[src/rtl/sas_pkg.sv]
// Shared types and constants for the servo angle smoother.
// Used by every module in rtl/; depends on nothing.
package sas_pkg;

  // Sample width and fixed-point precision of the smoothed angle.
  localparam int SAMPLE_BITS   = 10;
  localparam int FRACTION_BITS = 8;

  // Whole-degree angles and the fixed-point angle word.
  localparam int ANGLE_W   = 8;
  localparam int FIX_W     = ANGLE_W + FRACTION_BITS;
  localparam int ERR_W     = FIX_W + 1;
  localparam int GAIN_W    = 13;
  localparam int DBAND_W   = 16;
  localparam int GAIN_SHIFT = 12;
  localparam int PROD_W    = GAIN_W + 1 + ERR_W;
  localparam int SUM_W     = PROD_W + 1;
  localparam int MAP_W     = SAMPLE_BITS + ANGLE_W;

  localparam logic [ANGLE_W-1:0]     ANGLE_MAX   = ANGLE_W'(180);
  localparam logic [SAMPLE_BITS-1:0] SAMPLE_FULL = {SAMPLE_BITS{1'b1}};
  localparam logic [FIX_W-1:0]       FIX_TOP     = {ANGLE_MAX, {FRACTION_BITS{1'b0}}};
  localparam logic [FIX_W:0]         FIX_HALF    = (FIX_W + 1)'(1) << (FRACTION_BITS - 1);

  // Configuration port.
  localparam int CFG_IDX_W  = 2;
  localparam int CFG_DATA_W = 16;
  localparam logic [CFG_IDX_W-1:0] CFG_GAIN  = CFG_IDX_W'(0);
  localparam logic [CFG_IDX_W-1:0] CFG_DBAND = CFG_IDX_W'(1);
  localparam logic [GAIN_W-1:0]    GAIN_RESET  = GAIN_W'(614);
  localparam logic [DBAND_W-1:0]   DBAND_RESET = DBAND_W'(256);

  // Target queue between front and back.
  localparam int QUEUE_DEPTH = 2;
  localparam int QPTR_W      = $clog2(QUEUE_DEPTH);
  localparam int QCNT_W      = $clog2(QUEUE_DEPTH + 1);

  typedef struct packed {
    logic full;
    logic empty;
  } queue_stat_t;

  // Back-end sequencer states.
  typedef enum logic [1:0] {
    BK_IDLE,
    BK_ERR,
    BK_MUL,
    BK_UPD
  } back_state_t;

endpackage

[src/rtl/servo_angle_smoother.sv]
// Servo angle smoother: one sample word in, one result word out.
// The back-end sequencer takes each word through pop, error, gain product and update,
// and holds in update while the previous result word is still unread.
// The front accepts while the back works.
// Reset (rst_n low, synchronous) empties the holding register, the queue and the result
// word, clears the filter state and loads gain 614 and deadband 256.
module servo_angle_smoother (
  input  logic                               clk,
  input  logic                               rst_n,
  input  logic                               in_push,
  input  logic [sas_pkg::SAMPLE_BITS-1:0]    in_raw_sample,
  output logic                               in_full,
  output logic                               out_empty,
  input  logic                               out_pop,
  output logic [sas_pkg::ANGLE_W-1:0]        out_target_angle,
  output logic [sas_pkg::ANGLE_W-1:0]        out_drive_angle,
  output logic                               out_drive_update,
  input  logic                               cfg_we,
  input  logic [sas_pkg::CFG_IDX_W-1:0]      cfg_index,
  input  logic [sas_pkg::CFG_DATA_W-1:0]     cfg_wdata
);
  import sas_pkg::*;

  queue_stat_t        q_stat;
  logic               q_push;
  logic               q_pop;
  logic [ANGLE_W-1:0] q_wdata;
  logic [ANGLE_W-1:0] q_rdata;

  // Sample intake and angle mapping.
  sas_front u_front (
    .clk           (clk),
    .rst_n         (rst_n),
    .in_push       (in_push),
    .in_raw_sample (in_raw_sample),
    .in_full       (in_full),
    .q_stat        (q_stat),
    .q_push        (q_push),
    .q_target      (q_wdata)
  );

  // Decoupling queue of target angles.
  sas_queue u_queue (
    .clk   (clk),
    .rst_n (rst_n),
    .push  (q_push),
    .wdata (q_wdata),
    .pop   (q_pop),
    .rdata (q_rdata),
    .stat  (q_stat)
  );

  // Filter update and result word.
  sas_back u_back (
    .clk              (clk),
    .rst_n            (rst_n),
    .cfg_we           (cfg_we),
    .cfg_index        (cfg_index),
    .cfg_wdata        (cfg_wdata),
    .q_stat           (q_stat),
    .q_target         (q_rdata),
    .q_pop            (q_pop),
    .out_empty        (out_empty),
    .out_pop          (out_pop),
    .out_target_angle (out_target_angle),
    .out_drive_angle  (out_drive_angle),
    .out_drive_update (out_drive_update)
  );

endmodule

[src/rtl/sas_front.sv]
// Front end: accepts samples and maps each to a whole-degree target angle.
// Depends on sas_pkg; feeds sas_queue.
module sas_front (
  input  logic                        clk,
  input  logic                        rst_n,
  input  logic                        in_push,
  input  logic [sas_pkg::SAMPLE_BITS-1:0] in_raw_sample,
  output logic                        in_full,
  input  sas_pkg::queue_stat_t        q_stat,
  output logic                        q_push,
  output logic [sas_pkg::ANGLE_W-1:0] q_target
);
  import sas_pkg::*;

  logic                   valid_r;
  logic [SAMPLE_BITS-1:0] raw_r;
  logic [MAP_W-1:0]       scaled;
  logic [ANGLE_W-1:0]     q_est;
  logic [MAP_W-1:0]       rem;
  logic                   accept;

  // The holding word leaves for the queue whenever the queue has room.
  assign q_push  = valid_r && !q_stat.full;
  assign in_full = valid_r && q_stat.full;
  assign accept  = in_push && !in_full;

  // Map raw*180/full: the estimate raw*180 >> SAMPLE_BITS is low by at most one,
  // so one compare of the remainder against full fixes it.
  always_comb begin
    scaled   = MAP_W'(raw_r) * MAP_W'(ANGLE_MAX);
    q_est    = scaled[MAP_W-1:SAMPLE_BITS];
    rem      = scaled - {q_est, {SAMPLE_BITS{1'b0}}} + MAP_W'(q_est);
    q_target = (rem >= MAP_W'(SAMPLE_FULL)) ? q_est + ANGLE_W'(1) : q_est;
  end

  // Holding register for one accepted sample.
  always_ff @(posedge clk) begin
    if (!rst_n) begin
      valid_r <= 1'b0;
    end else if (accept) begin
      valid_r <= 1'b1;
    end else if (q_push) begin
      valid_r <= 1'b0;
    end
  end

  always_ff @(posedge clk) begin
    if (accept) begin
      raw_r <= in_raw_sample;
    end
  end

endmodule

[src/rtl/sas_queue.sv]
// Short queue of target angles between the front and back ends.
// Depends on sas_pkg.
module sas_queue (
  input  logic                        clk,
  input  logic                        rst_n,
  input  logic                        push,
  input  logic [sas_pkg::ANGLE_W-1:0] wdata,
  input  logic                        pop,
  output logic [sas_pkg::ANGLE_W-1:0] rdata,
  output sas_pkg::queue_stat_t        stat
);
  import sas_pkg::*;

  logic [ANGLE_W-1:0] mem_r [QUEUE_DEPTH];
  logic [QPTR_W-1:0]  wr_ptr_r;
  logic [QPTR_W-1:0]  rd_ptr_r;
  logic [QCNT_W-1:0]  count_r;
  logic               do_push;
  logic               do_pop;

  assign stat.full  = (count_r == QCNT_W'(QUEUE_DEPTH));
  assign stat.empty = (count_r == '0);
  assign do_push    = push && !stat.full;
  assign do_pop     = pop && !stat.empty;
  assign rdata      = mem_r[rd_ptr_r];

  // Pointers and fill count.
  always_ff @(posedge clk) begin
    if (!rst_n) begin
      wr_ptr_r <= '0;
      rd_ptr_r <= '0;
      count_r  <= '0;
    end else begin
      if (do_push) begin
        wr_ptr_r <= (wr_ptr_r == QPTR_W'(QUEUE_DEPTH - 1)) ? '0 : wr_ptr_r + QPTR_W'(1);
      end
      if (do_pop) begin
        rd_ptr_r <= (rd_ptr_r == QPTR_W'(QUEUE_DEPTH - 1)) ? '0 : rd_ptr_r + QPTR_W'(1);
      end
      if (do_push && !do_pop) begin
        count_r <= count_r + QCNT_W'(1);
      end else if (do_pop && !do_push) begin
        count_r <= count_r - QCNT_W'(1);
      end
    end
  end

  // Storage.
  always_ff @(posedge clk) begin
    if (do_push) begin
      mem_r[wr_ptr_r] <= wdata;
    end
  end

endmodule

[src/rtl/sas_back.sv]
// Back end: exponential moving-average update with deadband, clamp, rounding and
// change detection; holds the configuration and the result word.
// Depends on sas_pkg; reads targets from sas_queue.
module sas_back (
  input  logic                           clk,
  input  logic                           rst_n,
  input  logic                           cfg_we,
  input  logic [sas_pkg::CFG_IDX_W-1:0]  cfg_index,
  input  logic [sas_pkg::CFG_DATA_W-1:0] cfg_wdata,
  input  sas_pkg::queue_stat_t           q_stat,
  input  logic [sas_pkg::ANGLE_W-1:0]    q_target,
  output logic                           q_pop,
  output logic                           out_empty,
  input  logic                           out_pop,
  output logic [sas_pkg::ANGLE_W-1:0]    out_target_angle,
  output logic [sas_pkg::ANGLE_W-1:0]    out_drive_angle,
  output logic                           out_drive_update
);
  import sas_pkg::*;

  back_state_t state_r, state_nxt;

  logic [GAIN_W-1:0]      gain_r;
  logic [DBAND_W-1:0]     dband_r;
  logic [FIX_W-1:0]       smoothed_r;
  logic [ANGLE_W-1:0]     last_r;
  logic                   seeded_r;

  logic [ANGLE_W-1:0]     tgt_r;
  logic [FIX_W-1:0]       base_r;
  logic signed [ERR_W-1:0] err_r;
  logic                   apply_r;
  logic                   first_r;
  logic signed [PROD_W-1:0] prod_r;

  logic                   out_valid_r;
  logic [ANGLE_W-1:0]     out_target_r;
  logic [ANGLE_W-1:0]     out_drive_r;
  logic                   out_update_r;

  logic [FIX_W-1:0]       tgt_fix;
  logic [FIX_W-1:0]       base_nxt;
  logic signed [ERR_W-1:0] err_nxt;
  logic [ERR_W-1:0]       mag;
  logic signed [PROD_W-1:0] step;
  logic signed [SUM_W-1:0]  sum;
  logic [FIX_W-1:0]       clamped;
  logic [FIX_W:0]         rounded;
  logic [ANGLE_W-1:0]     drive;
  logic                   emit;

  // Configuration registers.
  always_ff @(posedge clk) begin
    if (!rst_n) begin
      gain_r  <= GAIN_RESET;
      dband_r <= DBAND_RESET;
    end else if (cfg_we) begin
      case (cfg_index)
        CFG_GAIN:  gain_r  <= cfg_wdata[GAIN_W-1:0];
        CFG_DBAND: dband_r <= cfg_wdata[DBAND_W-1:0];
        default: ;
      endcase
    end
  end

  // Error stage: the first word seeds the smoothed angle with its target.
  always_comb begin
    tgt_fix  = {tgt_r, {FRACTION_BITS{1'b0}}};
    base_nxt = seeded_r ? smoothed_r : tgt_fix;
    err_nxt  = $signed({1'b0, tgt_fix}) - $signed({1'b0, base_nxt});
    mag      = err_nxt[ERR_W-1] ? ERR_W'(-err_nxt) : ERR_W'(err_nxt);
  end

  // Update stage: floor shift, add, clamp, round half up.
  always_comb begin
    step    = prod_r >>> GAIN_SHIFT;
    sum     = SUM_W'($signed({1'b0, base_r}));
    if (apply_r) begin
      sum = sum + SUM_W'(step);
    end
    if (sum < 0) begin
      clamped = '0;
    end else if (sum > $signed(SUM_W'(FIX_TOP))) begin
      clamped = FIX_TOP;
    end else begin
      clamped = sum[FIX_W-1:0];
    end
    rounded = {1'b0, clamped} + FIX_HALF;
    drive   = rounded[FRACTION_BITS +: ANGLE_W];
  end

  // Sequencer: each word passes the pop, error, product and update states; update waits until the result word is free.
  always_ff @(posedge clk) begin
    if (!rst_n) begin
      state_r <= BK_IDLE;
    end else begin
      state_r <= state_nxt;
    end
  end

  always_comb begin
    state_nxt = state_r;
    q_pop     = 1'b0;
    emit      = 1'b0;
    case (state_r)
      BK_IDLE: begin
        if (!q_stat.empty) begin
          q_pop     = 1'b1;
          state_nxt = BK_ERR;
        end
      end
      BK_ERR: state_nxt = BK_MUL;
      BK_MUL: state_nxt = BK_UPD;
      BK_UPD: begin
        if (!out_valid_r || out_pop) begin
          emit      = 1'b1;
          state_nxt = BK_IDLE;
        end
      end
      default: state_nxt = BK_IDLE;
    endcase
  end

  // Datapath registers of the sequencer.
  always_ff @(posedge clk) begin
    if (q_pop) begin
      tgt_r <= q_target;
    end
    if (state_r == BK_ERR) begin
      base_r  <= base_nxt;
      err_r   <= err_nxt;
      apply_r <= (mag > ERR_W'(dband_r));
      first_r <= !seeded_r;
    end
    if (state_r == BK_MUL) begin
      prod_r <= PROD_W'($signed({1'b0, gain_r})) * PROD_W'(err_r);
    end
  end

  // Filter state, committed when the result word is written.
  always_ff @(posedge clk) begin
    if (!rst_n) begin
      smoothed_r <= '0;
      last_r     <= '0;
      seeded_r   <= 1'b0;
    end else if (emit) begin
      smoothed_r <= clamped;
      last_r     <= drive;
      seeded_r   <= 1'b1;
    end
  end

  // Result word register.
  always_ff @(posedge clk) begin
    if (!rst_n) begin
      out_valid_r <= 1'b0;
    end else if (emit) begin
      out_valid_r <= 1'b1;
    end else if (out_pop) begin
      out_valid_r <= 1'b0;
    end
  end

  always_ff @(posedge clk) begin
    if (emit) begin
      out_target_r <= tgt_r;
      out_drive_r  <= drive;
      out_update_r <= first_r || (drive != last_r);
    end
  end

  assign out_empty        = !out_valid_r;
  assign out_target_angle = out_target_r;
  assign out_drive_angle  = out_drive_r;
  assign out_drive_update = out_update_r;

endmodule

[config.mk]
export PLATFORM = sky130hd
export DESIGN_NAME = servo_angle_smoother
export DESIGN_NICKNAME = d
export VERILOG_FILES = /design/src/rtl/sas_pkg.sv /design/src/rtl/servo_angle_smoother.sv /design/src/rtl/sas_front.sv /design/src/rtl/sas_queue.sv /design/src/rtl/sas_back.sv
export SDC_FILE = /design/constraint.sdc
export NUM_CORES = 1
export LEC_CHECK = 0
export BUFFER_PORTS_ARGS = -buffer_cell sky130_fd_sc_hd__buf_2
export CAP_MARGIN = 20
export CORE_AREA = 2 2 207 209
export CTS_CLUSTER_SIZE = 12
export DETAILED_ROUTE_END_ITERATION = 10
export DIE_AREA = 0 0 209 211
export SETUP_SLACK_MARGIN = 0.02
export SYNTH_ARGS = -nofsm -noshare
export SYNTH_HDL_FRONTEND = slang
export SYNTH_HIERARCHICAL = 1
export SYNTH_SLANG_ARGS = --single-unit
[constraint.sdc]
create_clock -name clk -period 6.95 [get_ports clk]
set_clock_uncertainty 0.05 [all_clocks]
set_input_delay 0 -clock clk [delete_from_list [all_inputs] [get_ports clk]]
set_output_delay 0 -clock clk [all_outputs]
set_load 0.02 [all_outputs]
==> impl_metrics.tcl <==
set metrics [dict create \
    status "finished clean" \
    worst_pin_slew_ps 1020 \
    grt_pass1_vias 14000 \
    clock_sinks 167 \
    r2r_end "u_back/prod_r[27]" \
    slew_headroom_pct 31.1 \
    ys_ff_latch 167 \
    synth_ff_type "edfxtp_1" \
    cp.required_ps 7070 \
    grt_max_degree 64 \
    ys.warnings.count 6 \
    globalplace.congestion 0.896 \
    synthCells 1975 \
    yosysUniqueCellTypes 89 \
    drive_gt1_share_pct 7.97 \
    fin_nets 2471 \
    die_w_um 209 \
    rsz0062_at_grt "no" \
    async_flop_share_pct 0 \
    final_common_cell "inv_1" \
    vias_per_cell 5.18 \
    setup_tns_ps 0 \
    fmax_ghz 0.153 \
    hp-class "primary input to register" \
    final_cell_mix "inv_1 (354), nand2_1 (267), fa_1 (227), ha_1 (166), and2_1 (107)" \
    cp.arrival_ps 6660 \
    cts-buffers-inserted 17 \
    first_pass_iters 7 \
    netlist_top_cells_area "fa_1 (24%), edfxtp_1 (17%), ha_1 (11%)" \
    drc 0 \
    worstSetupPathType "register to register" \
    syn_area_mm2 0.0186 \
    ant_nets 0 \
    synth_edf_count 104 \
    syn-num-nets 2401 \
    hold_violations 0 \
    rr_startpoint "u_back/gain_r[3]" \
    synth_largest_area_cell "fa_1" \
    antenna_cells 0 \
    wl_um 43800 \
    grt_usage_pct 21.1 \
    h-tree-depth 4 \
    placed_cells 2534 \
    die_area_mm2 0.0441 \
    ys_seq_area_share_pct 23.6 \
    syn_area_per_cell_um2 9.40 \
    setup_viol 0 \
    num_io_pins 52 \
    netlist.area_leader.share_pct 24.5 \
    fp-row-count 75 \
    period_needed_ps 6540 \
    slew_viol_final 0 \
    cts_max_path_buffers 2 \
    rrSetupSlack_ps 410 \
    synthToLayoutAreaGrowth_pct 9.87 \
    post-route-period-util_pct 94.1 \
    core_area_mm2 0.0418 \
    portBuffers 51 \
    post-dp-hpwl_um 35800 \
    crit_start "u_back/gain_r[3]" \
    initial_core_util_pct 44.4 \
    post_drt_wl_per_cell_um 16.9 \
    die_y_um 211 \
    postLayoutCoreUtil_pct 48.8 \
    clk_pin_slew_worst_paths_ps 70 \
    tritoncts "done" \
    insertion_delay_ps 440 \
    r2r_cells 24 \
    cap_violations 0 \
    worstSetupStartpointType "register" \
    cts.root.buffer_cell "clkbuf_16" \
    critical_path.endpoint "u_back/prod_r[27]" \
    layoutNonFillerInstCount 2597 \
    antenna_found_initial 0 \
    overflow 0 \
    vias 13500 \
    cp-end-kind "register" \
    grt_pass1_wl_um 73500 \
    first_iter_violations 869 \
    critPathMaxFanout 12 \
]
## per-layer routing
layer | track usage, % | vias up | part of all wire, %
met5 | 0 | - | 0
met4 | 4.66 | 0 | 1.4
met3 | 1.75 | 37 | 3.7
met2 | 36.6 | 266 | 49
met1 | 29.0 | 6646 | 46
li1 | - | 6506 | -
## area by class of cell
| cell class | count | area (um2) |
|---|---|---|
| clock inverter | 14 | 153 |
| inverter | 356 | 1340 |
| multi-input combinational | 1386 | 12600 |
| fill | 3903 | 21400 |
| timing repair buffer | 117 | 821 |
| sequential | 167 | 4390 |
| tap | 539 | 674 |
| clock buffer | 18 | 450 |
## worst max-delay path: stages, from the launching register on
cell and delay [ps]:
dfxtp_1 580, buf_4 240, and2_1 170, inv_1 70, fa_1 510, inv_1 50
fa_1 480, fa_1 530, fa_1 440, fa_1 590, inv_1 60, fa_1 500
inv_1 50, ha_1 340, and3_1 220, nand2_1 70, nand2_1 50, a21oi_1 210
nand3b_1 100, a21oi_1 190, o31ai_1 150, a31oi_1 320, nor2b_1 80, nor2_1 140
xnor2_1 80
## kinds of logic after synthesis
| kind of cell | count (synthesis) | share of synthesized area [%] |
|---|---|---|
| AND/OR/NAND/NOR | 606 | 15.9 |
| buffers and inverters | 422 | 8.68 |
| adder cells (fa/ha/maj) | 393 | 35.7 |
| AO/OA/AOI/OAI | 265 | 10.0 |
| flip-flops | 167 | 23.6 |
| XOR/XNOR | 92 | 4.34 |
| multiplexers | 30 | 1.70 |
## registers in the layout, summed over array words and instances, names as in the netlist, 10 cells and up, named ones only
| name | cells |
|---|---|
| u_back/dband_r | 16 |
| u_back/smoothed_r | 16 |
| u_back/prod_r | 19 |
| u_back/err_r | 16 |
| u_back/gain_r | 13 |
| u_front/raw_r | 10 |
| u_back/base_r | 16 |
| u_queue/mem_r | 16 |
## cells in the mapped netlist, types with 3 or more instances
library cell,number
inv_1,354
nand2_1,267
fa_1,227
ha_1,166
and2_1,107
edfxtp_1,104
nor2_1,75
dfxtp_1,63
xnor2_1,59
clkbuf_1,57
a21oi_1,56
o21ai_0,42
a21boi_0,41
xor2_1,33
nand3_1,32
nor2b_1,25
mux2i_1,18
nor3_1,16
nand2b_1,15
a21o_1,13
o21a_1,13
o211ai_1,12
mux2_2,11
nand4_1,11
a211oi_1,10
a31oi_1,10
and3_1,10
a22oi_1,9
or3_1,7
o211a_1,6
and4_1,5
nand3b_1,5
nor4_1,5
o31ai_1,5
o21bai_1,4
or2_2,4
a221oi_1,3
nor3b_1,3
o2111ai_1,3
o21ai_1,3
or4_1,3
## timing repair
item	in CTS	in global routing
resized for setup	0	5
endpoints found under the setup margin	0	4
hold buffers	28	0
setup buffers	0	3
endpoints found under the hold margin	41	0
## through the flow
stage          setup slack [ps]  hold WS [ps]  area [um2]
2_1_floorplan               632          48.9       18600
4_1_cts                     162          19.9       20400
3_3_place_gp                285           129       19500
6_report                    412          38.0       20400
3_5_place_dp                167           128       19500
5_1_grt                    20.0          47.6       20400
## worst min path at each step
stage / slack, ps / from / depth (start not counted) / end
finish: 40 / cfg_index[1] / 5 / u_back/gain_r[12]
global route: 50 / cfg_index[1] / 5 / u_back/gain_r[2]
global placement: 130 / in_raw_sample[8] / 1 / u_front/raw_r[8]
detailed placement: 130 / in_raw_sample[9] / 1 / u_front/raw_r[9]
CTS: 20 / cfg_index[1] / 5 / u_back/gain_r[12]
floorplan: 50 / in_raw_sample[0] / 0 / u_front/raw_r[0]
Power is not shown: default switching activity piles up to over one toggle a cycle in this logic, so the estimate is an artifact.
